File: config.mk
export PLATFORM = sky130hd
export DESIGN_NAME = ppda_prep
export DESIGN_NICKNAME = d
export VERILOG_FILES = /design/src/hdl/ppda_pkg.sv /design/src/hdl/ppda_prep.sv
export SDC_FILE = /design/constraint.sdc
export NUM_CORES = 1
export LEC_CHECK = 0
export ABC_AREA = 1
export BUFFER_PORTS_ARGS = -buffer_cell sky130_fd_sc_hd__buf_4
export CORE_MARGIN = 3
export CORE_UTILIZATION = 57
export DETAILED_ROUTE_END_ITERATION = 8
export PLACE_DENSITY = 0.91
export REMOVE_ABC_BUFFERS = 1
export SETUP_SLACK_MARGIN = 0.15
export SYNTH_ARGS = -nofsm -noshare
export SYNTH_HDL_FRONTEND = slang
export SYNTH_SLANG_ARGS = --single-unit
File: constraint.sdc
create_clock -name clk -period 5.1 [get_ports clk]
set_input_delay 1.275 -clock clk [delete_from_list [all_inputs] [get_ports clk]]
set_output_delay 1.275 -clock clk [all_outputs]
set_load 0.02 [all_outputs]
File: src/hdl/ppda_pkg.sv
// ----------------------------------------------------------------------------
// ppda_pkg: shared types and constants for the point pair direction block
// holds the arctangent table, angle scale factors and the pipeline side-band
// ----------------------------------------------------------------------------
`default_nettype none

package ppda_pkg;

  // default configuration
  localparam int COORD_WIDTH_DEF   = 16;
  localparam int CORDIC_STAGES_DEF = 16;

  // fixed-point layout
  localparam int GUARD_BITS   = 20;
  localparam int ATAN_ENTRIES = 24;
  localparam int ATAN_W       = 30;
  localparam int ZW           = 33;   // signed angle accumulator, 2^-32 turn
  localparam int QW           = 31;   // clamped first-quadrant angle
  localparam int TURN_W       = 32;   // full-circle angle, 2^-32 turn
  localparam int PROD_W       = 64;
  localparam int ROUND_POS    = 48;
  localparam int RES_W        = PROD_W + 1 - ROUND_POS;
  localparam int OUT_W        = 16;

  // quarter-turn codes for points on an axis
  localparam logic [1:0] QTR_E = 2'd0;
  localparam logic [1:0] QTR_N = 2'd1;
  localparam logic [1:0] QTR_W = 2'd2;
  localparam logic [1:0] QTR_S = 2'd3;

  // angle unit codes
  localparam logic UNIT_DEG = 1'b0;
  localparam logic UNIT_RAD = 1'b1;

  // turn constants
  localparam logic [ZW-1:0]     QUARTER_TURN = ZW'(64'd1073741824);
  localparam logic [TURN_W:0]   HALF_TURN    = 33'd2147483648;
  localparam logic [TURN_W:0]   FULL_TURN    = 33'd4294967296;

  // unit conversion: degrees scale is 46080 pre-shifted by 16 so both
  // units round at the same bit position
  localparam logic [TURN_W-1:0] DEG_SCALE  = 32'd3019898880;
  localparam logic [TURN_W-1:0] RAD_SCALE  = 32'd3373259426;
  localparam logic [PROD_W:0]   ROUND_BIAS = 65'd140737488355328;
  localparam logic [RES_W-1:0]  DEG_WRAP   = 17'd46080;
  localparam logic [RES_W-1:0]  RAD_WRAP   = 17'd51472;

  // atan(2^-i) in units of 2^-32 turn
  localparam logic [ATAN_W-1:0] ATAN_TURN [ATAN_ENTRIES] = '{
    30'd536870912, 30'd316933406, 30'd167458907, 30'd85004756,
    30'd42667331,  30'd21354465,  30'd10679838,  30'd5340245,
    30'd2670163,   30'd1335087,   30'd667544,    30'd333772,
    30'd166886,    30'd83443,     30'd41722,     30'd20861,
    30'd10430,     30'd5215,      30'd2608,      30'd1304,
    30'd652,       30'd326,       30'd163,       30'd81
  };

  // side-band that travels with each item down the cell chain
  typedef struct packed {
    logic       axis;
    logic [1:0] quarter;
    logic       wneg;
    logic       hneg;
  } ppda_meta_t;

endpackage

`default_nettype wire

File: src/hdl/ppda_prep.sv
// ----------------------------------------------------------------------------
// ppda_prep: coordinate difference stage
// forms the offset vector, its magnitudes and the axis / quadrant side-band
// ----------------------------------------------------------------------------
`default_nettype none

module ppda_prep #(
  parameter int COORD_WIDTH = ppda_pkg::COORD_WIDTH_DEF,
  parameter int XW          = ppda_pkg::COORD_WIDTH_DEF + ppda_pkg::GUARD_BITS + 4
) (
  input  logic                          clk,
  input  logic                          rst,
  input  logic                          in_valid,
  output logic                          in_ready,
  input  logic signed [COORD_WIDTH-1:0] start_x,
  input  logic signed [COORD_WIDTH-1:0] start_y,
  input  logic signed [COORD_WIDTH-1:0] target_x,
  input  logic signed [COORD_WIDTH-1:0] target_y,
  output logic                          out_valid,
  input  logic                          out_ready,
  output logic signed [XW-1:0]          out_x,
  output logic signed [XW-1:0]          out_y,
  output ppda_pkg::ppda_meta_t          out_meta
);
  import ppda_pkg::*;

  logic signed [COORD_WIDTH:0] w;
  logic signed [COORD_WIDTH:0] h;
  logic        [COORD_WIDTH:0] wmag;
  logic        [COORD_WIDTH:0] hmag;
  ppda_meta_t                  meta_next;
  logic                        valid;
  logic signed [XW-1:0]        x;
  logic signed [XW-1:0]        y;
  ppda_meta_t                  meta;

  // offset vector, h positive pointing up on screen
  assign w    = $signed({target_x[COORD_WIDTH-1], target_x})
              - $signed({start_x[COORD_WIDTH-1], start_x});
  assign h    = $signed({start_y[COORD_WIDTH-1], start_y})
              - $signed({target_y[COORD_WIDTH-1], target_y});
  assign wmag = w[COORD_WIDTH] ? (~w + 1'b1) : w;
  assign hmag = h[COORD_WIDTH] ? (~h + 1'b1) : h;

  // axis and quadrant classification
  always_comb begin
    meta_next.wneg    = w[COORD_WIDTH];
    meta_next.hneg    = h[COORD_WIDTH];
    meta_next.axis    = 1'b1;
    meta_next.quarter = QTR_E;
    if (w == '0 && h == '0) begin
      meta_next.quarter = QTR_E;
    end else if (w == '0) begin
      meta_next.quarter = h[COORD_WIDTH] ? QTR_S : QTR_N;
    end else if (h == '0) begin
      meta_next.quarter = w[COORD_WIDTH] ? QTR_W : QTR_E;
    end else begin
      meta_next.axis = 1'b0;
    end
  end

  assign in_ready = !valid || out_ready;

  // valid flag
  always_ff @(posedge clk) begin
    if (rst) begin
      valid <= 1'b0;
    end else if (in_ready) begin
      valid <= in_valid;
    end
  end

  // payload, magnitudes scaled up by the guard bits
  always_ff @(posedge clk) begin
    if (in_valid && in_ready) begin
      x    <= $signed(XW'({wmag, {GUARD_BITS{1'b0}}}));
      y    <= $signed(XW'({hmag, {GUARD_BITS{1'b0}}}));
      meta <= meta_next;
    end
  end

  assign out_valid = valid;
  assign out_x     = x;
  assign out_y     = y;
  assign out_meta  = meta;

endmodule

`default_nettype wire

==> results.ini <==
[outcome]
status=complete, no violations

[timing]
layout_min_cycle_time_ps=3710
relSlewSlack_pct=21.3
final.setup.tns_ps=0
skew_ps=9.17
rsz0062_at_grt=false
clock.fmax_mhz=269
worst_pin_slew_ps=1180
fin_ws_ps=1390
fin_crit_sh_pct=72.8
setup_viol=0
drv_slew=0
hold-worst-slack_ps=560
hold_viol=0

[route]
post-route-drc-count=0
wl_per_cell_um=11.6
dr.pass1.iters=8
avgViaCountPerCell=4.95
wl_mm=10.8
drtIter0Drc=230
vias=4637
drt.antenna.violating_nets=0

[global_route]
overflow=0
track_usage_pct=21.6
grt_pass1_wl_mm=17.5
grt_max_degree=40
first_global_vias=4069
antenna_found_initial=0

[placement]
place.gp.congestion=0.925
io_buffers=108
placed_cells=929
place_ws_ps=1110
dpl.hpwl_mm=9.29

[yosys]
syn_inst=722
synth_seq_cells=40
ys_warn_count=0
ys_async_sr_fraction_pct=0
synthTopCellsByArea=edfxtp_1 (24%), nand2_1 (18%), inv_1 (11%)
synth_top_area_cell=edfxtp_1
synth_top_area_share_pct=24.4
syn_area_um2=4790
avgSynthCellArea_um2=6.64
yosys.cell_types.count=34
ys_seq_area_share_pct=24.9
synth_ff_type=edfxtp_1
synth_edf_count=39

[critical_path]
path_cells=buf_4 -> inv_1 -> ha_1 -> inv_1 -> fa_1 -> xnor2_1 -> and2_1 -> nand3_1 -> nor2_1 -> nand2_1 -> nor2_2 -> nand2_1 -> nor3_2 -> ha_1 -> inv_1 -> nor2_1 -> nand2_1 -> o21ai_0
critPathLaunchType=input pin
crit_family=simple AND/OR/NAND/NOR gates
reg2regPathDepth=1
crit_path_max_incr_delay_ps=410
cp_max_fo=3
crit_buf_inv=4
crit_slowest_cell=fa_1
crit_type=in -> reg
critPathCaptureType=flip-flop
worstPathArrival_ps=3850
cp.depth=18
critPathRequiredTime_ps=5240

[floorplan]
core_um2=7930
num_rows=32
dieArea_um2=9540
die_x_um=97.7
die_h_um=97.7
pin_count=155
initial_core_util_pct=60.4

[layout]
diodes=0
areaGrowthSynthToFinish_pct=18.1
nets=941
mostFrequentLayoutCells=nand2_1 (226), inv_1 (136), buf_4 (108)
fin_cells=937
drive_above_1_share_pct=21.4
layout_commonest_cell=nand2_1

[cts]
cts_setup_buffers=0
cts.reportedPaths.clkPinSlew_ps=80
cts_buffers=5
clock_path_buffers=2
cts_hold_buf=0
clock-sinks=40
clockRootBuffer=clkbuf_8
clk_latency_ps=300
cts_max_level=2
cts.repair.resized=0
cts_tree=built

[flow_run]
maxCapViolations=0

[worst_hold_path]
hold_path_depth=2
hp-class=reg -> reg

[power]
clkPwrFrac_pct=18.7
combPwrFrac_pct=49.1
p_total_mw=1.40
ir_worst_vdd_v=0.000134
intPower_uw=835
seq_power_share_pct=32.2
power.density_nw_per_um2=248
p_leak_nw=3.22
swShare_pct=40.6
power.switching_uw=570

## power groups by stage
stage | Clock [mW] | Sequential [mW] | Combinational [mW]
after floorplan | 0 | 0.519 | 0.416
after global placement | 0 | 0.459 | 0.662
after detailed placement | 0 | 0.460 | 0.682
after CTS | 0.265 | 0.453 | 0.685
after global routing | 0.278 | 0.457 | 0.763
final | 0.262 | 0.452 | 0.690
## synth_stat cells (3+ instances only)
master,number
nor3_1,5
nor2_1,44
xor2_1,8
xnor2_1,11
nor2_2,10
nand3_1,53
inv_2,6
and2_1,5
nand4_1,8
inv_1,136
nand3_2,4
ha_1,37
o21bai_1,3
edfxtp_1,39
nand2_4,3
nand2_1,226
buf_4,46
nand3b_1,4
a21oi_1,19
nand2_2,28
o21ai_0,6
## layer usage
metal / track usage (%) / up-vias / share of wire, %
met5: 0 / - / 0
met2: 36.4 / 200 / 46
li1: - / 2363 / -
met3: 4.31 / 19 / 8.3
met1: 28.0 / 2055 / 44
met4: 6.71 / 0 / 1.9
## state kept, by name, summed over array words and instances (netlist names)
signal     count
out_y         17
out_valid      1
out_meta       5
out_x         17
## cell type report
class / count / area, um^2
multi-input combinational: 535 / 2870
fill: 633 / 2270
tap: 102 / 128
timing repair buffer: 108 / 811
clock buffer: 5 / 68.8
inverter: 144 / 546
clock inverter: 3 / 46.3
sequential: 40 / 1190
## metrics by stage
stage,instance area (um^2),utilization [%]
CTS,5660,71.4
global route,5660,71.4
detailed placement,5540,69.9
global placement,5540,69.9
floorplan,4590,-
finish,5660,71.4
## cell families (layout without fill, tap and decap cells)
family / count (synthesis) / in the layout / synth area share, %
other: 1 / 46 / 0.0783
AND/OR/NAND/NOR: 394 / 394 / 37.1
buffers and inverters: 192 / 260 / 19.1
adder cells (fa/ha/maj): 39 / 39 / 10.5
flip-flops: 40 / 40 / 24.9
AO/OA/AOI/OAI: 35 / 35 / 4.26
XOR/XNOR: 21 / 21 / 4.15
## final timing paths
| path | from | endpoint | slack, ps |
|---|---|---|---|
| setup reg to reg | out_valid | out_y[36] | 3430 |
| hold / removal | out_valid | out_valid | 560 |
| hold reg to reg | out_valid | out_valid | 560 |
| setup / recovery | target_x[0] | out_meta[3] | 1390 |
Power figures use the tool's default switching activity.
