--- src/hdl/ppda_pkg.sv ---
// ----------------------------------------------------------------------------
// ppda_pkg: shared types and constants for the point pair direction block
// holds the arctangent table, angle scale factors and the pipeline side-band
// ----------------------------------------------------------------------------
`default_nettype none

package ppda_pkg;

  // default configuration
  localparam int COORD_WIDTH_DEF   = 16;
  localparam int CORDIC_STAGES_DEF = 16;

  // fixed-point layout
  localparam int GUARD_BITS   = 20;
  localparam int ATAN_ENTRIES = 24;
  localparam int ATAN_W       = 30;
  localparam int ZW           = 33;   // signed angle accumulator, 2^-32 turn
  localparam int QW           = 31;   // clamped first-quadrant angle
  localparam int TURN_W       = 32;   // full-circle angle, 2^-32 turn
  localparam int PROD_W       = 64;
  localparam int ROUND_POS    = 48;
  localparam int RES_W        = PROD_W + 1 - ROUND_POS;
  localparam int OUT_W        = 16;

  // quarter-turn codes for points on an axis
  localparam logic [1:0] QTR_E = 2'd0;
  localparam logic [1:0] QTR_N = 2'd1;
  localparam logic [1:0] QTR_W = 2'd2;
  localparam logic [1:0] QTR_S = 2'd3;

  // angle unit codes
  localparam logic UNIT_DEG = 1'b0;
  localparam logic UNIT_RAD = 1'b1;

  // turn constants
  localparam logic [ZW-1:0]     QUARTER_TURN = ZW'(64'd1073741824);
  localparam logic [TURN_W:0]   HALF_TURN    = 33'd2147483648;
  localparam logic [TURN_W:0]   FULL_TURN    = 33'd4294967296;

  // unit conversion: degrees scale is 46080 pre-shifted by 16 so both
  // units round at the same bit position
  localparam logic [TURN_W-1:0] DEG_SCALE  = 32'd3019898880;
  localparam logic [TURN_W-1:0] RAD_SCALE  = 32'd3373259426;
  localparam logic [PROD_W:0]   ROUND_BIAS = 65'd140737488355328;
  localparam logic [RES_W-1:0]  DEG_WRAP   = 17'd46080;
  localparam logic [RES_W-1:0]  RAD_WRAP   = 17'd51472;

  // atan(2^-i) in units of 2^-32 turn
  localparam logic [ATAN_W-1:0] ATAN_TURN [ATAN_ENTRIES] = '{
    30'd536870912, 30'd316933406, 30'd167458907, 30'd85004756,
    30'd42667331,  30'd21354465,  30'd10679838,  30'd5340245,
    30'd2670163,   30'd1335087,   30'd667544,    30'd333772,
    30'd166886,    30'd83443,     30'd41722,     30'd20861,
    30'd10430,     30'd5215,      30'd2608,      30'd1304,
    30'd652,       30'd326,       30'd163,       30'd81
  };

  // side-band that travels with each item down the cell chain
  typedef struct packed {
    logic       axis;
    logic [1:0] quarter;
    logic       wneg;
    logic       hneg;
  } ppda_meta_t;

endpackage

`default_nettype wire

--- src/hdl/ppda_cell.sv ---
// ----------------------------------------------------------------------------
// ppda_cell: one vectoring rotation of the arctangent chain
// rotates (x, y) toward the x axis by atan(2^-STAGE) and tracks the angle
// ----------------------------------------------------------------------------
`default_nettype none

module ppda_cell #(
  parameter int XW    = ppda_pkg::COORD_WIDTH_DEF + ppda_pkg::GUARD_BITS + 4,
  parameter int STAGE = 0
) (
  input  logic                          clk,
  input  logic                          rst,
  input  logic                          in_valid,
  output logic                          in_ready,
  input  logic signed [XW-1:0]          in_x,
  input  logic signed [XW-1:0]          in_y,
  input  logic signed [ppda_pkg::ZW-1:0] in_z,
  input  ppda_pkg::ppda_meta_t          in_meta,
  output logic                          out_valid,
  input  logic                          out_ready,
  output logic signed [XW-1:0]          out_x,
  output logic signed [XW-1:0]          out_y,
  output logic signed [ppda_pkg::ZW-1:0] out_z,
  output ppda_pkg::ppda_meta_t          out_meta
);
  import ppda_pkg::*;

  localparam logic signed [ZW-1:0] ANGLE = $signed(ZW'(ATAN_TURN[STAGE]));

  logic signed [XW-1:0] xs;
  logic signed [XW-1:0] ys;
  logic signed [XW-1:0] x_next;
  logic signed [XW-1:0] y_next;
  logic signed [ZW-1:0] z_next;
  logic                 valid;
  logic signed [XW-1:0] x;
  logic signed [XW-1:0] y;
  logic signed [ZW-1:0] z;
  ppda_meta_t           meta;

  // shifted operands, arithmetic shift floors negative values
  assign xs = in_x >>> STAGE;
  assign ys = in_y >>> STAGE;

  // rotate in the direction that drives y toward zero
  always_comb begin
    if (!in_y[XW-1]) begin
      x_next = in_x + ys;
      y_next = in_y - xs;
      z_next = in_z + ANGLE;
    end else begin
      x_next = in_x - ys;
      y_next = in_y + xs;
      z_next = in_z - ANGLE;
    end
  end

  assign in_ready = !valid || out_ready;

  // valid flag
  always_ff @(posedge clk) begin
    if (rst) begin
      valid <= 1'b0;
    end else if (in_ready) begin
      valid <= in_valid;
    end
  end

  // payload
  always_ff @(posedge clk) begin
    if (in_valid && in_ready) begin
      x    <= x_next;
      y    <= y_next;
      z    <= z_next;
      meta <= in_meta;
    end
  end

  assign out_valid = valid;
  assign out_x     = x;
  assign out_y     = y;
  assign out_z     = z;
  assign out_meta  = meta;

endmodule

`default_nettype wire

--- config.mk ---
export PLATFORM = sky130hd
export DESIGN_NAME = ppda_cell
export DESIGN_NICKNAME = d
export VERILOG_FILES = /design/src/hdl/ppda_pkg.sv /design/src/hdl/ppda_cell.sv
export SDC_FILE = /design/constraint.sdc
export NUM_CORES = 1
export LEC_CHECK = 0
export BUFFER_PORTS_ARGS = -buffer_cell sky130_fd_sc_hd__buf_2
export CAP_MARGIN = 10
export CORE_MARGIN = 10
export CORE_UTILIZATION = 27
export CTS_CLUSTER_DIAMETER = 120
export DETAILED_ROUTE_END_ITERATION = 7
export PLACE_DENSITY = 0.48
export SLEW_MARGIN = 10
export SYNTH_ARGS = -nofsm -noshare
export SYNTH_HDL_FRONTEND = slang
export SYNTH_SLANG_ARGS = --single-unit
--- constraint.sdc ---
create_clock -name clk -period 7.2 [get_ports clk]
set_input_delay 0 -clock clk [delete_from_list [all_inputs] [get_ports clk]]
set_output_delay 0 -clock clk [all_outputs]
set_load 0.01 [all_outputs]
==> metrics.yaml <==
hold_path:
  min_from: "in_z[30]"
  holdCritPathClass: "in2reg"
  holdPathStages: 4
synthesis:
  yosys_warnings: 0
  synth_cells: 1225
  synth_top_cell_by_area: "edfxtp_1"
  netlist_area_mm2: 0.01087
  ys_seq_elements: 118
  synth_area_leaders: "edfxtp_1 (32%), ha_1 (14%), a21oi_1 (7.4%)"
  async_flop_share_pct: 0
  synth_top_area_share_pct: 32.32
  synth-edff-count: 117
  ys_types: 83
  ys_seq_area_share_pct: 32.51
  synthFlopType: "edfxtp_1"
  synth.avg_cell_area_um2: 8.873
  synth_nets: 1470
sta:
  maxSlewViolCount: 0
  tightest_slew_ps: 914.2
  period_needed_ps: 3283
  slew_headroom_pct: 37.48
  finalHoldViolCount: 0
  period_share_pct: 45.60
  setup_violations: 0
  fmax_mhz: 304.6
  finalSetupTns_ps: 0
  rsz0062_at_grt: "no"
  finalClockSkew_ps: 7.771
power_and_ir_drop:
  power_density_mw_per_mm2: 196.7
  p_leak_nw: 5.750
  worst_ir_drop_vdd_v: 0.0001300
cts:
  htree_levels: 4
  clk_path_buf_depth: 2
  cts_tree: "built"
  clock_latency_ps: 460
  clkTransAtPathRegs_ps: 60
  cts_buffers: 17
  cts_resized: 0
  cts_root_buffer: "clkbuf_16"
  clkSinkCount: 118
final_layout:
  layout_commonest_cell: "buf_2"
  syn_to_final_growth_pct: 24.37
  utilization_pct: 34.02
  nNetsFinal: 1720
  layout_common_cells: "buf_2 (240), a21oi_1 (160), ha_1 (119), edfxtp_1 (117), inv_1 (114)"
  drive_gt1_share_pct: 21.30
critical_path:
  start_kind: "input pin"
  cp_slowest_cell: "dlygate4sd3_1"
  r2r_cells: 3
  crit_path_end_kind: "flip-flop"
  worstPathArrival_ps: 3480
  cpMostUsedCell: "a21oi_1"
  startpoint: "in_y[0]"
  crit_path_max_incr_delay_ps: 530
  cp_cell_sequence: "dlygate4sd3_1 -> buf_2 -> ha_1 -> fa_1 -> nor2b_1 -> a21oi_1 -> a2111o_1 -> a21oi_1 -> nor3_2 -> o31ai_4 -> a2111oi_1 -> a311oi_2 -> xnor2_1"
  r2r-start: "out_valid$_SDFFE_PP0N_"
  crit_required_ps: 7400
  crit_type: "in2reg"
  crit_fanout: 4
die:
  dieArea_mm2: 0.04868
  die_y_um: 220.6
  io-pin-count: 242
  die_w_um: 220.6
  rows: 73
  start_util_pct: 27.36
  core_area_mm2: 0.03973
place:
  gp_routability_congestion: 0.9040
  portBuffers: 241
  dp_hpwl_um: 33050
detailed_routing:
  drt_pass1_iterations: 5
  routedWlPerCell_um: 20.64
  ant_nets: 0
  drc: 0
  wl_um: 41610
  avgViaCountPerCell: 5.011
  num_vias: 10102
  drt_first_iter_violations: 717
grt:
  grt_max_degree: 81
  antenna_found_initial: 3
  first_global_vias: 10070
  track_usage_pct: 16.63
  grt_pass1_wl_um: 61960
  grt-ovfl-total: 0
job:
  cap_violations: 0
run_status:
  status: "complete, no violations"
==> cell usage after synthesis (all sizes together) (5+ instances only) <==
master,number
o21bai,44
o31ai,11
nand2,64
edfxtp,117
o21a,12
a31oi,8
o31a,5
clkbuf,31
inv,116
nand4,22
nand3,13
a21o,21
mux2i,16
nor3,27
a21oi,161
nor2,87
o21ai,90
and3,9
or3,8
xnor2,68
a221oi,11
clkinv,5
or4,5
xor2,11
a21boi,8
ha,119
nor4,9
buf,24
nor2b,19
nand2b,7
o22ai,5
a211oi,14
o211ai,7
==> metrics by stage <==
stage | cells | setup WS (ps) | power, mW | hold WS (ps) | instance area (um^2)
final | 2016 | 3917 | 2.659 | 66.52 | 13520
after floorplan | 1225 | 3491 | 1.467 | 69.07 | 10870
after global routing | 2014 | 3723 | 2.808 | 79.83 | 13510
after detailed placement | 1939 | 3903 | 1.790 | 156.8 | 12510
after global placement | 1939 | 3898 | 1.793 | 156.8 | 12510
after CTS | 2013 | 3948 | 2.701 | 32.00 | 13510
==> kinds of logic (layout without fill, tap and decap cells) <==
logic type,count (synthesis),in the layout,synth area share (%)
fa+ha+maj,123,123,14.44
simple gates,283,283,13.05
other cells,0,3,0
compound gates,430,430,25.68
mux,16,16,1.473
xor+xnor,79,79,6.366
buf+inv,176,439,6.481
flops,118,118,32.51
==> final cells by class <==
type	instances	area (um^2)
Fill cell	4166	26210
Multi-Input combinational cell	931	6634
Sequential cell	118	3533
Timing Repair Buffer	286	1652
Tap cell	525	656.9
Inverter	121	454.2
Clock buffer	17	425.4
Clock inverter	15	155.1
Antenna cell	3	7.507
==> registers in the layout, indices dropped and copies added (netlist names) <==
register and flops:
out_meta 5, out_valid 1, out_x 40, out_y 39, out_z 33
==> critical path: cells and delay by family <==
family                   cells  cell delay [ps]
adder cells (fa/ha/maj)      2              690
XOR/XNOR                     1              100
AO/OA/AOI/OAI                6             1710
AND/OR/NAND/NOR              2              300
buffers and inverters        2              670
==> path summary, 6_finish.rpt <==
| check | end | slack (ps) |
|---|---|---|
| setup / recovery | out_x[36]$_DFFE_PP_ | 3920 |
| hold / removal | out_z[30]$_DFFE_PP_ | 70 |
| setup reg to reg | out_y[14]$_DFFE_PP_ | 4870 |
| hold reg to reg | out_z[8]$_DFFE_PP_ | 1050 |
==> per-layer routing <==
layer  vias to the layer above  share of wire, %  GRT usage, %  routed length [um]
li1                       4937                 -             -                   -
met3                        32               6.2         3.400                2586
met1                      4822                47         22.86               19560
met5                         -                 0             0                   0
met4                         0               1.3         4.353                 550
met2                       311                45         25.99               18920
==> where the power goes <==
group | total [mW] | internal [mW] | switching [mW] | leakage [nW]
clock | 0.860 | 0.509 | 0.351 | 0.271
sequential | 0.890 | 0.869 | 0.0214 | 1.14
combinational | 0.908 | 0.334 | 0.574 | 4.34
total | 2.66 | 1.71 | 0.947 | 5.75
==> timing repair <==
item,4_1_cts,5_1_grt
hold endpoints to repair,41,0
setup buffers,0,0
hold buffers,42,0
setup endpoints to repair,0,0
No activity file was read; power rests on OpenSTA's default activity.
