File: src/hdl/ppda_pkg.sv
// ----------------------------------------------------------------------------
// ppda_pkg: shared types and constants for the point pair direction block
// holds the arctangent table, angle scale factors and the pipeline side-band
// ----------------------------------------------------------------------------
`default_nettype none

package ppda_pkg;

  // default configuration
  localparam int COORD_WIDTH_DEF   = 16;
  localparam int CORDIC_STAGES_DEF = 16;

  // fixed-point layout
  localparam int GUARD_BITS   = 20;
  localparam int ATAN_ENTRIES = 24;
  localparam int ATAN_W       = 30;
  localparam int ZW           = 33;   // signed angle accumulator, 2^-32 turn
  localparam int QW           = 31;   // clamped first-quadrant angle
  localparam int TURN_W       = 32;   // full-circle angle, 2^-32 turn
  localparam int PROD_W       = 64;
  localparam int ROUND_POS    = 48;
  localparam int RES_W        = PROD_W + 1 - ROUND_POS;
  localparam int OUT_W        = 16;

  // quarter-turn codes for points on an axis
  localparam logic [1:0] QTR_E = 2'd0;
  localparam logic [1:0] QTR_N = 2'd1;
  localparam logic [1:0] QTR_W = 2'd2;
  localparam logic [1:0] QTR_S = 2'd3;

  // angle unit codes
  localparam logic UNIT_DEG = 1'b0;
  localparam logic UNIT_RAD = 1'b1;

  // turn constants
  localparam logic [ZW-1:0]     QUARTER_TURN = ZW'(64'd1073741824);
  localparam logic [TURN_W:0]   HALF_TURN    = 33'd2147483648;
  localparam logic [TURN_W:0]   FULL_TURN    = 33'd4294967296;

  // unit conversion: degrees scale is 46080 pre-shifted by 16 so both
  // units round at the same bit position
  localparam logic [TURN_W-1:0] DEG_SCALE  = 32'd3019898880;
  localparam logic [TURN_W-1:0] RAD_SCALE  = 32'd3373259426;
  localparam logic [PROD_W:0]   ROUND_BIAS = 65'd140737488355328;
  localparam logic [RES_W-1:0]  DEG_WRAP   = 17'd46080;
  localparam logic [RES_W-1:0]  RAD_WRAP   = 17'd51472;

  // atan(2^-i) in units of 2^-32 turn
  localparam logic [ATAN_W-1:0] ATAN_TURN [ATAN_ENTRIES] = '{
    30'd536870912, 30'd316933406, 30'd167458907, 30'd85004756,
    30'd42667331,  30'd21354465,  30'd10679838,  30'd5340245,
    30'd2670163,   30'd1335087,   30'd667544,    30'd333772,
    30'd166886,    30'd83443,     30'd41722,     30'd20861,
    30'd10430,     30'd5215,      30'd2608,      30'd1304,
    30'd652,       30'd326,       30'd163,       30'd81
  };

  // side-band that travels with each item down the cell chain
  typedef struct packed {
    logic       axis;
    logic [1:0] quarter;
    logic       wneg;
    logic       hneg;
  } ppda_meta_t;

endpackage

`default_nettype wire

File: src/hdl/ppda_finish.sv
// ----------------------------------------------------------------------------
// ppda_finish: quadrant fold and unit conversion
// clamps the chain angle, folds it into the full circle, scales and rounds
// ----------------------------------------------------------------------------
`default_nettype none

module ppda_finish (
  input  logic                           clk,
  input  logic                           rst,
  input  logic                           angle_unit,
  input  logic                           in_valid,
  output logic                           in_ready,
  input  logic signed [ppda_pkg::ZW-1:0] in_z,
  input  ppda_pkg::ppda_meta_t           in_meta,
  output logic                           out_valid,
  input  logic                           out_ready,
  output logic [ppda_pkg::OUT_W-1:0]     direction
);
  import ppda_pkg::*;

  logic [QW-1:0]     q;
  logic [TURN_W:0]   t_next;
  logic [PROD_W:0]   rounded;
  logic [RES_W-1:0]  r;
  logic [RES_W-1:0]  wrap;
  logic              en_a;
  logic              en_b;
  logic              en_c;
  logic              valid_a;
  logic              valid_b;
  logic              valid_c;
  logic [TURN_W-1:0] t;
  logic [PROD_W-1:0] prod;
  logic              unit_b;
  logic [OUT_W-1:0]  result;

  // clamp the accumulated angle to one quarter turn
  always_comb begin
    if (in_z[ZW-1]) begin
      q = '0;
    end else if (in_z > $signed(QUARTER_TURN)) begin
      q = QW'(QUARTER_TURN);
    end else begin
      q = in_z[QW-1:0];
    end
  end

  // fold into the quadrant of the offset vector
  always_comb begin
    if (in_meta.axis) begin
      t_next = {1'b0, in_meta.quarter, {(TURN_W - 2){1'b0}}};
    end else if (!in_meta.wneg && !in_meta.hneg) begin
      t_next = (TURN_W + 1)'(q);
    end else if (in_meta.wneg && !in_meta.hneg) begin
      t_next = HALF_TURN - (TURN_W + 1)'(q);
    end else if (in_meta.wneg) begin
      t_next = HALF_TURN + (TURN_W + 1)'(q);
    end else begin
      t_next = FULL_TURN - (TURN_W + 1)'(q);
    end
  end

  // round to the output step and wrap a full turn to zero
  assign rounded = {1'b0, prod} + ROUND_BIAS;
  assign r       = rounded[PROD_W:ROUND_POS];
  assign wrap    = (unit_b == UNIT_RAD) ? RAD_WRAP : DEG_WRAP;

  always_comb begin
    if (r >= wrap) begin
      result = '0;
    end else begin
      result = r[OUT_W-1:0];
    end
  end

  // per-stage advance
  assign en_c     = !valid_c || out_ready;
  assign en_b     = !valid_b || en_c;
  assign en_a     = !valid_a || en_b;
  assign in_ready = en_a;

  // valid flags
  always_ff @(posedge clk) begin
    if (rst) begin
      valid_a <= 1'b0;
      valid_b <= 1'b0;
      valid_c <= 1'b0;
    end else begin
      if (en_a) begin
        valid_a <= in_valid;
      end
      if (en_b) begin
        valid_b <= valid_a;
      end
      if (en_c) begin
        valid_c <= valid_b;
      end
    end
  end

  // folded angle
  always_ff @(posedge clk) begin
    if (in_valid && en_a) begin
      t <= t_next[TURN_W-1:0];
    end
  end

  // unit scaling product, 32 by 32 bits into a 64-bit result
  always_ff @(posedge clk) begin
    if (valid_a && en_b) begin
      prod   <= PROD_W'(t)
              * PROD_W'((angle_unit == UNIT_RAD) ? RAD_SCALE : DEG_SCALE);
      unit_b <= angle_unit;
    end
  end

  // output register
  always_ff @(posedge clk) begin
    if (valid_b && en_c) begin
      direction <= result;
    end
  end

  assign out_valid = valid_c;

endmodule

`default_nettype wire

File: config.mk
export PLATFORM = sky130hd
export DESIGN_NAME = ppda_finish
export DESIGN_NICKNAME = d
export VERILOG_FILES = /design/src/hdl/ppda_pkg.sv /design/src/hdl/ppda_finish.sv
export SDC_FILE = /design/constraint.sdc
export NUM_CORES = 1
export LEC_CHECK = 0
export ABC_AREA = 1
export BUFFER_PORTS_ARGS = -buffer_cell sky130_fd_sc_hd__buf_4
export CAP_MARGIN = 20
export CORE_MARGIN = 2
export CORE_UTILIZATION = 55
export CTS_BUF_LIST = sky130_fd_sc_hd__clkbuf_2 sky130_fd_sc_hd__clkbuf_4 sky130_fd_sc_hd__clkbuf_8
export DETAILED_ROUTE_END_ITERATION = 8
export PLACE_DENSITY = 0.75
export SYNTH_ARGS = -nofsm -noshare
export SYNTH_HDL_FRONTEND = slang
export SYNTH_SLANG_ARGS = --single-unit
File: constraint.sdc
create_clock -name clk -period 9.9 [get_ports clk]
set_clock_uncertainty 0.1 [all_clocks]
set_input_delay 0 -clock clk [delete_from_list [all_inputs] [get_ports clk]]
set_output_delay 0 -clock clk [all_outputs]
set_load 0.1 [all_outputs]
==> report_table.html, run 1 <==
<table>
<tr><th>Metric</th><th>Value</th></tr>
<tr><th colspan="2">Status</th></tr>
<tr><td>Run status</td><td>finished, final reports clean</td></tr>
<tr><th colspan="2">Cells and area</th></tr>
<tr><td>Most common cell after layout, fill and taps aside</td><td>inv_1</td></tr>
<tr><td>FF+latch area</td><td>2040 µm²</td></tr>
<tr><td>Number of antenna cells inserted</td><td>0</td></tr>
<tr><td>Fill count</td><td>3,851</td></tr>
<tr><td>Nets</td><td>3,758</td></tr>
<tr><td>Final design instance area without fill</td><td>25,200 µm²</td></tr>
<tr><td>Area used by multi-input combinational logic</td><td>18,300 µm²</td></tr>
<tr><td>Highest-count cells in the layout ignoring fill and taps</td><td>848 x inv_1, 416 x ha_1, 409 x fa_1, 356 x nand2_1, 244 x nor2_1</td></tr>
<tr><td>Area growth from synthesis to layout</td><td>6.22%</td></tr>
<tr><td>Share of cells above drive strength 1</td><td>0.0404</td></tr>
<tr><th colspan="2">Synth</th></tr>
<tr><td>Post-synthesis instance total</td><td>2,841</td></tr>
<tr><td>Total of warnings raised by yosys</td><td>0</td></tr>
<tr><td>Number of synthesized flops with an enable pin</td><td>66</td></tr>
<tr><td>Leading register cell type out of synthesis</td><td>edfxtp_1</td></tr>
<tr><td>Share of async-settable or async-resettable flops after synthesis</td><td>0</td></tr>
<tr><td>Synth area leader</td><td>fa_1</td></tr>
<tr><td>Synth Cell Area</td><td>23,700 µm²</td></tr>
<tr><td>Post-synthesis cell type count</td><td>48</td></tr>
<tr><td>Seq/Total Area, Yosys</td><td>0.0860</td></tr>
<tr><td>Avg Synthesized Cell Area</td><td>8.36 µm²</td></tr>
<tr><td>Cell types with the largest area share after synthesis</td><td>fa_1 34%, ha_1 22%, inv_1 13%</td></tr>
<tr><td>Synth top area share</td><td>0.345</td></tr>
<tr><td>Synth Register Bits</td><td>69</td></tr>
<tr><th colspan="2">Drt</th></tr>
<tr><td>Remaining DRCs</td><td>0</td></tr>
<tr><td>Post-detailed-route count of antenna-violating nets</td><td>0</td></tr>
<tr><td>Routed via count</td><td>18,500</td></tr>
<tr><td>Routed vias/inst</td><td>5.31</td></tr>
<tr><td>Total wire length</td><td>62.2 mm</td></tr>
<tr><td>Detail-routed net length per standard cell</td><td>17.9 µm</td></tr>
<tr><td>Number of search-and-repair iterations in the first detailed-routing pass</td><td>5</td></tr>
<tr><td>Starting DRC count in detailed routing</td><td>1,294</td></tr>
<tr><th colspan="2">Critical path</th></tr>
<tr><td>Cell type group with the largest total delay on the critical path</td><td>adder cells</td></tr>
<tr><td>Crit path capture type</td><td>flip-flop</td></tr>
<tr><td>Critical R2R Capture</td><td>prod[61]$_DFFE_PP_</td></tr>
<tr><td>Most frequent cell on the critical path</td><td>fa_1</td></tr>
<tr><td>Critical path peak fanout</td><td>11</td></tr>
<tr><td>Start-to-end type of the worst setup path</td><td>flip-flop to flip-flop</td></tr>
<tr><td>Crit-path slowest cell</td><td>fa_1</td></tr>
<tr><td>Buf+Inv Stages, Crit Path</td><td>4</td></tr>
<tr><td>Kind of launch point of the worst setup path</td><td>flip-flop</td></tr>
<tr><td>Worst R2R Path Depth</td><td>25</td></tr>
<tr><td>Crit Reg-Reg Startpoint</td><td>t[1]$_SDFFCE_PP0P_</td></tr>
<tr><td>Setup slack on the worst flop-to-flop path</td><td>2.32 ns</td></tr>
<tr><td>Data arrival time of the critical path</td><td>7.67 ns</td></tr>
<tr><td>Max stage delay on crit path</td><td>0.56 ns</td></tr>
<tr><td>Required time of the worst setup path</td><td>9.99 ns</td></tr>
<tr><th colspan="2">STA</th></tr>
<tr><td>Post-layout min period</td><td>7.58 ns</td></tr>
<tr><td>Total negative slack</td><td>0 ns</td></tr>
<tr><td>Worst slew margin relative to its limit</td><td>0.396</td></tr>
<tr><td>Final critical-path setup slack</td><td>2.32 ns</td></tr>
<tr><td>Count of endpoints failing setup in the final report</td><td>0</td></tr>
<tr><td>RSZ-0062 raised after global routing</td><td>false</td></tr>
<tr><td>Final number of max-transition violations</td><td>0</td></tr>
<tr><td>Final number of hold-violating endpoints</td><td>0</td></tr>
<tr><td>Peak clock frequency supported by timing</td><td>132 MHz</td></tr>
<tr><td>Share of the clock period used by the worst path after layout</td><td>0.766</td></tr>
<tr><td>Worst slew pin tran</td><td>0.898 ns</td></tr>
<tr><th colspan="2">Clock tree</th></tr>
<tr><td>Number of buffers created by CTS</td><td>9</td></tr>
<tr><td>H-tree depth reported by CTS</td><td>3</td></tr>
<tr><td>Clock tree root driver cell</td><td>clkbuf_8</td></tr>
<tr><td>Clock-pin slew on the worst setup and hold paths</td><td>0.08 ns</td></tr>
<tr><td>Clk buf depth</td><td>2</td></tr>
<tr><td>Number of post-CTS setup repair buffers</td><td>0</td></tr>
<tr><td>Latest clock arrival within the worst-skew pair</td><td>0.43 ns</td></tr>
<tr><td>Clock sink count</td><td>69</td></tr>
<tr><td>Post-CTS Resized</td><td>0</td></tr>
<tr><td>CTS Hold Buffers Added</td><td>26</td></tr>
<tr><td>TritonCTS clock tree</td><td>done</td></tr>
<tr><th colspan="2">Floorplan</th></tr>
<tr><td>Die Area</td><td>44,800 µm²</td></tr>
<tr><td>Std cell rows</td><td>76</td></tr>
<tr><td>Top Ports</td><td>61</td></tr>
<tr><td>Die Span X</td><td>212 µm</td></tr>
<tr><td>Core Footprint</td><td>42,900 µm²</td></tr>
<tr><td>Vertical extent of the die</td><td>212 µm</td></tr>
<tr><td>Effective utilization at floorplan</td><td>0.554</td></tr>
<tr><th colspan="2">Global routing</th></tr>
<tr><td>Largest net degree at the start of global routing</td><td>88</td></tr>
<tr><td>Global-route wire length before repair</td><td>97.6 mm</td></tr>
<tr><td>Antenna violations before repair</td><td>1</td></tr>
<tr><td>Gr usage total</td><td>0.287</td></tr>
<tr><td>Number of global-route vias before repair</td><td>18,800</td></tr>
<tr><td>Grt total ovfl</td><td>0</td></tr>
<tr><th colspan="2">Placed design</th></tr>
<tr><td>Post-DP Area</td><td>24,700 µm²</td></tr>
<tr><td>Sum of net half-perimeters after detailed placement</td><td>55.8 mm</td></tr>
<tr><td>Number of buffers inserted by port buffering</td><td>60</td></tr>
<tr><td>Pre-CTS setup slack</td><td>1.93 ns</td></tr>
<tr><td>Final weighted congestion of routability-driven global placement</td><td>0.966</td></tr>
<tr><th colspan="2">Worst hold path</th></tr>
<tr><td>Instance count along the most critical hold path</td><td>6</td></tr>
<tr><td>End of the worst hold path</td><td>t[19]$_SDFFCE_PP0P_</td></tr>
<tr><td>Hold Crit Start</td><td>in_z[19]</td></tr>
<tr><td>Worst min-delay path category</td><td>input pin to flip-flop</td></tr>
<tr><th colspan="2">Job</th></tr>
<tr><td>MaxCap Viol Count</td><td>0</td></tr>
</table>
## cells by family (layout without fill, tap and decap cells)
family	after synthesis	after routing	synth area share
fa+ha+maj	825	825	0.564
simple gates	748	748	0.132
buf+inv	901	953	0.143
xor+xnor	27	27	0.00996
compound gates	269	269	0.0649
flops	69	69	0.0860
other cells	2	4	0.000316
## how the worst max path moves through the flow
stage | startpoint | endpoint | slack, ns | cells past startpoint
after floorplan | angle_unit | prod[61]$_DFFE_PP_ | 3.21 | 24
after global placement | angle_unit | prod[61]$_DFFE_PP_ | 1.99 | 26
after detailed placement | angle_unit | prod[61]$_DFFE_PP_ | 1.93 | 26
after CTS | t[1]$_SDFFCE_PP0P_ | prod[61]$_DFFE_PP_ | 2.37 | 25
after global routing | angle_unit | prod[61]$_DFFE_PP_ | 1.97 | 26
final | t[1]$_SDFFCE_PP0P_ | prod[61]$_DFFE_PP_ | 2.32 | 25
## synthesized netlist by cell type (14+ instances only)
master      n
clkbuf_1   43
inv_1     848
nor2_1    244
nand2_1   356
xor2_1     22
or2_2      15
nor3_1     24
nand4_1    14
nand3_1    66
o21ai_0    90
edfxtp_1   66
fa_1      409
ha_1      416
a21oi_1    94
a31oi_1    23
## worst min-delay path, delay by kind of cell
kind                   cells  cell delay (ns)
buffers and inverters      2             0.20
and+or+nand+nor            4             0.24
## metal layers
metal | part of all wire | up-vias | GRT usage | wire length, µm
met3 | 0.040 | 107 | 0.0264 | 2480
met1 | 0.44 | 9165 | 0.391 | 27200
li1 | - | 8718 | - | -
met4 | 0.040 | 0 | 0.116 | 2480
met5 | 0 | - | 0 | 0
met2 | 0.48 | 489 | 0.476 | 30000
## registers in the layout (all words and copies together), names as in the netlist
| register | count |
|---|---|
| t | 32 |
| direction | 16 |
| valid_b | 1 |
| out_valid | 1 |
| unit_b | 1 |
| prod | 17 |
| valid_a | 1 |
## per-stage QoR
stage,instances,util,hold WS (ns)
2_1_floorplan,2843,-,-0.0309
3_3_place_gp,3438,0.577,0.0758
3_5_place_dp,3438,0.577,0.0783
4_1_cts,3480,0.588,0.00438
5_1_grt,3480,0.588,0.0552
6_report,3480,0.588,0.0317
## cell type report
cell class / count / area share
well taps: 585 / 0.0290
multi-input cells: 1873 / 0.726
clock inverters: 7 / 0.00387
clock buffers: 9 / 0.00491
inverters: 849 / 0.126
flip-flops and latches: 69 / 0.0810
repair buffers: 88 / 0.0288
Power of run 1 is not shown: default switching activity piles up to over one toggle a cycle in this logic, so the estimate is an artifact.
==> inputs of run 2 (changes only) <==
--- a/config.mk
+++ b/config.mk
@@ -12,7 +12,7 @@
 export CORE_UTILIZATION = 55
 export CTS_BUF_LIST = sky130_fd_sc_hd__clkbuf_2 sky130_fd_sc_hd__clkbuf_4 sky130_fd_sc_hd__clkbuf_8
 export DETAILED_ROUTE_END_ITERATION = 8
-export PLACE_DENSITY = 0.75
+export PLACE_DENSITY = 0.77
 export SYNTH_ARGS = -nofsm -noshare
 export SYNTH_HDL_FRONTEND = slang
 export SYNTH_SLANG_ARGS = --single-unit
==> constraint.sdc (replaced) <==
create_clock -name clk -period 6.3 [get_ports clk]
set_clock_uncertainty 0.1 [all_clocks]
set_input_delay 0 -clock clk [delete_from_list [all_inputs] [get_ports clk]]
set_output_delay 0 -clock clk [all_outputs]
set_load 0.1 [all_outputs]
==> run 2 against run 1 <==
  * Setup slack worse by 2.5 ns
  * Via count up 9.2%
  * Critical path depth down 2
  * The flow now finishes with violations (setup timing)
  * Global-route usage up 3.0 points
==> report_table.html, run 2 (synthesis results as in run 1) <==
<table>
<tr><th>Metric</th><th>Value</th></tr>
<tr><th colspan="2">Status</th></tr>
<tr><td>Run status</td><td>finished, violations left</td></tr>
<tr><td>Violations in the final reports</td><td>setup timing</td></tr>
<tr><th colspan="2">Clock tree</th></tr>
<tr><td>Latest clock arrival within the worst-skew pair</td><td>0.43 ns</td></tr>
<tr><td>H-tree depth reported by CTS</td><td>3</td></tr>
<tr><td>Clock sink count</td><td>69</td></tr>
<tr><td>Clock tree root driver cell</td><td>clkbuf_8</td></tr>
<tr><td>Number of buffers created by CTS</td><td>9</td></tr>
<tr><td>Clock-pin slew on the worst setup and hold paths</td><td>0.08 ns</td></tr>
<tr><td>TritonCTS clock tree</td><td>done</td></tr>
<tr><td>Clk buf depth</td><td>2</td></tr>
<tr><th colspan="2">Drt</th></tr>
<tr><td>Starting DRC count in detailed routing</td><td>1,249</td></tr>
<tr><td>Routed vias/inst</td><td>5.24</td></tr>
<tr><td>Detail-routed net length per standard cell</td><td>18.5 µm</td></tr>
<tr><td>Number of search-and-repair iterations in the first detailed-routing pass</td><td>5</td></tr>
<tr><td>Total wire length</td><td>71.3 mm</td></tr>
<tr><td>Post-detailed-route count of antenna-violating nets</td><td>0</td></tr>
<tr><td>Routed via count</td><td>20,200</td></tr>
<tr><td>Remaining DRCs</td><td>0</td></tr>
<tr><th colspan="2">Placed design</th></tr>
<tr><td>Number of buffers inserted by port buffering</td><td>60</td></tr>
<tr><td>Sum of net half-perimeters after detailed placement</td><td>59.8 mm</td></tr>
<tr><td>Final weighted congestion of routability-driven global placement</td><td>0.955</td></tr>
<tr><td># placed instances</td><td>3,771</td></tr>
<tr><th colspan="2">Cells and area</th></tr>
<tr><td>Regs by FF count</td><td>t x32, prod x17, direction x16</td></tr>
<tr><td>Flip-flop count of the largest register after layout</td><td>32</td></tr>
<tr><td>Largest reg by FF count</td><td>t</td></tr>
<tr><td>Share of cells above drive strength 1</td><td>0.269</td></tr>
<tr><td>Post-layout instance count excluding filler cells</td><td>3,853</td></tr>
<tr><td>Most common cell after layout, fill and taps aside</td><td>inv_1</td></tr>
<tr><td>Number of antenna cells inserted</td><td>0</td></tr>
<tr><td>Nets</td><td>4,131</td></tr>
<tr><td>Area growth from synthesis to layout</td><td>27.3%</td></tr>
<tr><td>Highest-count cells in the layout ignoring fill and taps</td><td>787 x inv_1, 415 x buf_4, 374 x fa_1, 340 x ha_1, 288 x nand2_1</td></tr>
<tr><th colspan="2">Worst hold path</th></tr>
<tr><td>Worst min-delay path category</td><td>input pin to flip-flop</td></tr>
<tr><td>Hold Crit Start</td><td>in_z[14]</td></tr>
<tr><th colspan="2">Critical path</th></tr>
<tr><td>Kind of launch point of the worst setup path</td><td>flip-flop</td></tr>
<tr><td>Start-to-end type of the worst setup path</td><td>flip-flop to flip-flop</td></tr>
<tr><td>Data arrival time of the critical path</td><td>6.57 ns</td></tr>
<tr><td>Start point of the critical path</td><td>t[19]$_SDFFCE_PP0P_</td></tr>
<tr><td>Crit path capture type</td><td>flip-flop</td></tr>
<tr><td>Critical path peak fanout</td><td>5</td></tr>
<tr><td>Required time of the worst setup path</td><td>6.38 ns</td></tr>
<tr><td>Crit Reg-Reg Startpoint</td><td>t[19]$_SDFFCE_PP0P_</td></tr>
<tr><th colspan="2">Floorplan</th></tr>
<tr><td>Effective utilization at floorplan</td><td>0.554</td></tr>
<tr><td>Die Area</td><td>44,800 µm²</td></tr>
<tr><td>Std cell rows</td><td>76</td></tr>
<tr><td>Vertical extent of the die</td><td>212 µm</td></tr>
<tr><td>Top Ports</td><td>61</td></tr>
<tr><td>Die Span X</td><td>212 µm</td></tr>
<tr><td>Core Footprint</td><td>42,900 µm²</td></tr>
<tr><th colspan="2">STA</th></tr>
<tr><td>Hold slack</td><td>0.0269 ns</td></tr>
<tr><td>Count of endpoints failing setup in the final report</td><td>16</td></tr>
<tr><td>Final number of max-transition violations</td><td>0</td></tr>
<tr><td>Share of the clock period used by the worst path after layout</td><td>1.03</td></tr>
<tr><td>Worst slew pin tran</td><td>0.854 ns</td></tr>
<tr><td>Post-layout min period</td><td>6.49 ns</td></tr>
<tr><td>RSZ-0062 raised after global routing</td><td>true</td></tr>
<tr><td>Peak clock frequency supported by timing</td><td>154 MHz</td></tr>
<tr><td>Worst slew margin relative to its limit</td><td>0.430</td></tr>
<tr><td>Final number of hold-violating endpoints</td><td>0</td></tr>
<tr><td>Final critical-path setup slack</td><td>-0.188 ns</td></tr>
<tr><th colspan="2">Global routing</th></tr>
<tr><td>Global-route wire length before repair</td><td>108 mm</td></tr>
<tr><td>Number of global-route vias before repair</td><td>20,800</td></tr>
<tr><td>Largest net degree at the start of global routing</td><td>35</td></tr>
<tr><td>Grt total ovfl</td><td>0</td></tr>
<tr><td>Gr usage total</td><td>0.318</td></tr>
<tr><td>Antenna violations before repair</td><td>0</td></tr>
<tr><th colspan="2">Job</th></tr>
<tr><td>MaxCap Viol Count</td><td>0</td></tr>
</table>
run 2: changes by cell type in the layout (fill, tap and decap cells not counted), sizes merged:
cell / previous run / this run
buf: 62 / 435
clkinv: 2 / 3
clkinvlp: 1 / 3
inv: 851 / 848
run 2: repair_timing:
item                                    CTS  global route
endpoints found under the setup margin   17            17
buffers inserted                         23            21
gates cloned                              0             0
pin swaps                                97           131
gates resized for setup                 247           238
hold buffers                             26             0
endpoints found under the hold margin    23             0
run 2: metrics by stage:
| stage | cell area, µm² | worst slack [ns] | util | setup TNS, ns |
|---|---|---|---|---|
| 6_report | 30200 | -0.188 | 0.705 | -1.97 |
| 4_1_cts | 29200 | -0.126 | 0.682 | -0.730 |
| 3_3_place_gp | 27300 | -0.605 | 0.638 | -5.94 |
| 5_1_grt | 30200 | -0.362 | 0.705 | -5.09 |
| 3_5_place_dp | 27300 | -0.677 | 0.638 | -7.65 |
| 2_1_floorplan | 23800 | 0.00473 | - | 0 |
run 2: per-layer routing:
metal,track usage,wire length [µm]
met3,0.0310,3830
met5,0,0
met1,0.415,28900
met2,0.549,35600
met4,0.119,2980
run 2: worst paths after layout:
| path | slack (ns) | end | cells past startpoint |
|---|---|---|---|
| hold / removal | 0.03 | t[14]$_SDFFCE_PP0P_ | 5 |
| hold reg to reg | 0.40 | out_valid$_SDFFE_PP0P_ | 2 |
| setup reg to reg | -0.19 | prod[63]$_DFFE_PP_ | 23 |
| setup / recovery | -0.19 | prod[63]$_DFFE_PP_ | 23 |
run 2: cell type report:
cell class                 count  area (µm²)
clock buffer                   9         124
clock inverter                 7        98.8
fill                        3157       12700
tap                          585         732
timing repair buffer         461        3630
multi-input combinational   1873       20400
sequential                    69        2040
inverter                     849        3200
run 2: critical path: stages, from the launching register on:
cell and delay [ns]:
edfxtp_1 0.41, nand2_1 0.11, buf_6 0.15, buf_6 0.11, fa_2 0.45, fa_1 0.46
fa_1 0.54, inv_1 0.06, fa_1 0.49, fa_1 0.58, fa_1 0.44, fa_1 0.60
ha_4 0.22, ha_4 0.26, a21o_1 0.21, o21bai_4 0.21, a21oi_2 0.15, o211ai_1 0.14
a21oi_2 0.19, nand2_4 0.11, nand2_2 0.07, nand2_1 0.05, nand2_1 0.05, nand2_1 0.05
Power of run 2 is left out for the same reason.
==> inputs of run 3 (changes only) <==
--- a/config.mk
+++ b/config.mk
@@ -12,6 +12,7 @@
 export CORE_UTILIZATION = 55
 export CTS_BUF_LIST = sky130_fd_sc_hd__clkbuf_2 sky130_fd_sc_hd__clkbuf_4 sky130_fd_sc_hd__clkbuf_8
 export DETAILED_ROUTE_END_ITERATION = 8
+export GPL_TIMING_DRIVEN = 0
 export PLACE_DENSITY = 0.77
 export SYNTH_ARGS = -nofsm -noshare
 export SYNTH_HDL_FRONTEND = slang
==> run 3 against run 2 <==
  * The flow still finishes with violations (setup timing)
  * Non-clock buffer count down 160
  * Maximum frequency down 1.5%
  * Routed wire length up 0.25%
  * Utilization down 2.6 points
  * Sequential share of layout area up 0.25 points
  * First-iteration DRC count up 18%
  * Die area unchanged
  * Final area down 3.6%
  * Register-to-register slack worse by 0.10 ns
  * Global-route usage up 0.28 points
  * Critical path depth up 4
  * Worst hold slack better by 0.022 ns
  * Critical path type unchanged
==> report_table.html, run 3 (synthesis results as in run 1) <==
<table>
<tr><th>Metric</th><th>Value</th></tr>
<tr><th colspan="2">Cells and area</th></tr>
<tr><td>Share of cells above drive strength 1</td><td>0.226</td></tr>
<tr><td>Fill count</td><td>3,237</td></tr>
<tr><td>Regs by FF count</td><td>t x32, prod x17, direction x16</td></tr>
<tr><td>Most common cell after layout, fill and taps aside</td><td>inv_1</td></tr>
<tr><td>Area growth from synthesis to layout</td><td>22.7%</td></tr>
<tr><td>Flip-flop count of the largest register after layout</td><td>32</td></tr>
<tr><td>Largest reg by FF count</td><td>t</td></tr>
<tr><td>Number of antenna cells inserted</td><td>0</td></tr>
<tr><td>Nets</td><td>3,971</td></tr>
<tr><td>Highest-count cells in the layout ignoring fill and taps</td><td>764 x inv_1, 378 x fa_1, 352 x ha_1, 280 x nand2_1, 211 x buf_4</td></tr>
<tr><th colspan="2">STA</th></tr>
<tr><td>Final critical-path setup slack</td><td>-0.289 ns</td></tr>
<tr><td>Worst slew margin relative to its limit</td><td>0.363</td></tr>
<tr><td>Peak clock frequency supported by timing</td><td>152 MHz</td></tr>
<tr><td>Post-layout min period</td><td>6.59 ns</td></tr>
<tr><td>Count of endpoints failing setup in the final report</td><td>17</td></tr>
<tr><td>Worst slew pin tran</td><td>0.956 ns</td></tr>
<tr><td>Share of the clock period used by the worst path after layout</td><td>1.05</td></tr>
<tr><td>RSZ-0062 raised after global routing</td><td>true</td></tr>
<tr><td>Total negative slack</td><td>-3.41 ns</td></tr>
<tr><td>Final number of hold-violating endpoints</td><td>0</td></tr>
<tr><td>Final number of max-transition violations</td><td>0</td></tr>
<tr><th colspan="2">Worst hold path</th></tr>
<tr><td>Worst min-delay path category</td><td>input pin to flip-flop</td></tr>
<tr><th colspan="2">Status</th></tr>
<tr><td>Run status</td><td>finished, violations left</td></tr>
<tr><td>Violations in the final reports</td><td>setup timing</td></tr>
<tr><th colspan="2">Clock tree</th></tr>
<tr><td>TritonCTS clock tree</td><td>done</td></tr>
<tr><td>Latest clock arrival within the worst-skew pair</td><td>0.43 ns</td></tr>
<tr><td>Clock sink count</td><td>69</td></tr>
<tr><td>Clk buf depth</td><td>2</td></tr>
<tr><td>Clock tree root driver cell</td><td>clkbuf_8</td></tr>
<tr><td>H-tree depth reported by CTS</td><td>3</td></tr>
<tr><td>Number of buffers created by CTS</td><td>9</td></tr>
<tr><td>Clock-pin slew on the worst setup and hold paths</td><td>0.09 ns</td></tr>
<tr><th colspan="2">Global routing</th></tr>
<tr><td>Largest net degree at the start of global routing</td><td>24</td></tr>
<tr><td>Antenna violations before repair</td><td>0</td></tr>
<tr><td>Gr usage total</td><td>0.321</td></tr>
<tr><td>Grt total ovfl</td><td>0</td></tr>
<tr><td>Global-route wire length before repair</td><td>109 mm</td></tr>
<tr><td>Number of global-route vias before repair</td><td>20,800</td></tr>
<tr><th colspan="2">Critical path</th></tr>
<tr><td>Crit path capture type</td><td>flip-flop</td></tr>
<tr><td>Start-to-end type of the worst setup path</td><td>flip-flop to flip-flop</td></tr>
<tr><td>Crit-path slowest cell</td><td>fa_2</td></tr>
<tr><td>Max stage delay on crit path</td><td>0.57 ns</td></tr>
<tr><td>Required time of the worst setup path</td><td>6.38 ns</td></tr>
<tr><td>Cell type group with the largest total delay on the critical path</td><td>adder cells</td></tr>
<tr><td>Most frequent cell on the critical path</td><td>fa_1</td></tr>
<tr><td>Critical path peak fanout</td><td>4</td></tr>
<tr><td>Data arrival time of the critical path</td><td>6.67 ns</td></tr>
<tr><td>Kind of launch point of the worst setup path</td><td>flip-flop</td></tr>
<tr><td>Buf+Inv Stages, Crit Path</td><td>8</td></tr>
<tr><th colspan="2">Placed design</th></tr>
<tr><td>Number of buffers inserted by port buffering</td><td>60</td></tr>
<tr><td>Sum of net half-perimeters after detailed placement</td><td>57.3 mm</td></tr>
<tr><td>Final weighted congestion of routability-driven global placement</td><td>0.965</td></tr>
<tr><th colspan="2">Drt</th></tr>
<tr><td>Routed vias/inst</td><td>5.46</td></tr>
<tr><td>Routed via count</td><td>20,200</td></tr>
<tr><td>Detail-routed net length per standard cell</td><td>19.4 µm</td></tr>
<tr><td>Post-detailed-route count of antenna-violating nets</td><td>0</td></tr>
<tr><td>Starting DRC count in detailed routing</td><td>1,472</td></tr>
<tr><td>Total wire length</td><td>71.5 mm</td></tr>
<tr><td>Remaining DRCs</td><td>0</td></tr>
<tr><td>Number of search-and-repair iterations in the first detailed-routing pass</td><td>7</td></tr>
<tr><th colspan="2">Floorplan</th></tr>
<tr><td>Core Footprint</td><td>42,900 µm²</td></tr>
<tr><td>Die Area</td><td>44,800 µm²</td></tr>
<tr><td>Effective utilization at floorplan</td><td>0.554</td></tr>
<tr><td>Vertical extent of the die</td><td>212 µm</td></tr>
<tr><td>Top Ports</td><td>61</td></tr>
<tr><td>Std cell rows</td><td>76</td></tr>
<tr><td>Die Span X</td><td>212 µm</td></tr>
<tr><th colspan="2">Job</th></tr>
<tr><td>MaxCap Viol Count</td><td>0</td></tr>
</table>
## run 3: tightest hold or removal path: cells and delay by family
kind,cells,cell delay (ns)
buf+inv,2,0.20
simple gates,2,0.14
compound gates,1,0.07
## run 3: stage by stage
stage	instances	instance area [µm²]	hold slack [ns]	utilization	setup slack, ns
after floorplan	2843	23800	-0.0309	-	0.00473
after global placement	3488	25000	0.0731	0.583	-1.63
after detailed placement	3489	25100	0.0785	0.584	-1.64
after CTS	3653	28100	0.00332	0.654	-0.248
after global routing	3693	29100	0.0487	0.679	-0.492
final	3693	29100	0.0488	0.679	-0.289
## run 3: path summary, 6_finish.rpt
path / from / cells past startpoint / slack (ns) / end
worst max-delay path: t[2]$_SDFFCE_PP0P_ / 27 / -0.29 / prod[51]$_DFFE_PP_
worst min-delay path: in_z[1] / 5 / 0.05 / t[1]$_SDFFCE_PP0P_
worst max register to register: t[2]$_SDFFCE_PP0P_ / 27 / -0.29 / prod[51]$_DFFE_PP_
worst min register to register: valid_a$_SDFFE_PP0N_ / 2 / 0.39 / valid_b$_SDFFE_PP0P_
## run 3: cell type report
cell class | instances | area, µm² | area share
multi-input combinational | 1873 | 20500 | 0.703
inverter | 849 | 3280 | 0.113
timing repair buffer | 250 | 2100 | 0.0720
sequential | 69 | 2040 | 0.0701
tap | 585 | 732 | 0.0251
buffer | 51 | 299 | 0.0103
clock buffer | 9 | 124 | 0.00425
clock inverter | 7 | 72.6 | 0.00249
## run 3: repair_timing
action                     in CTS  in global routing
gates resized for setup       378                197
setup buffers                 122                 42
hold buffers                   27                  0
pin swaps                     142                136
hold endpoints to repair       24                  0
setup endpoints to repair      17                 17
## run 3: metal layers
layer  GRT usage  vias to the layer above  share of wire
met4       0.169                        0          0.058
met3      0.0383                      235          0.065
li1            -                     9161              -
met2       0.521                      792           0.48
met1       0.423                     9970           0.40
met5           0                        -              0
Power of run 3 is left out for the same reason.
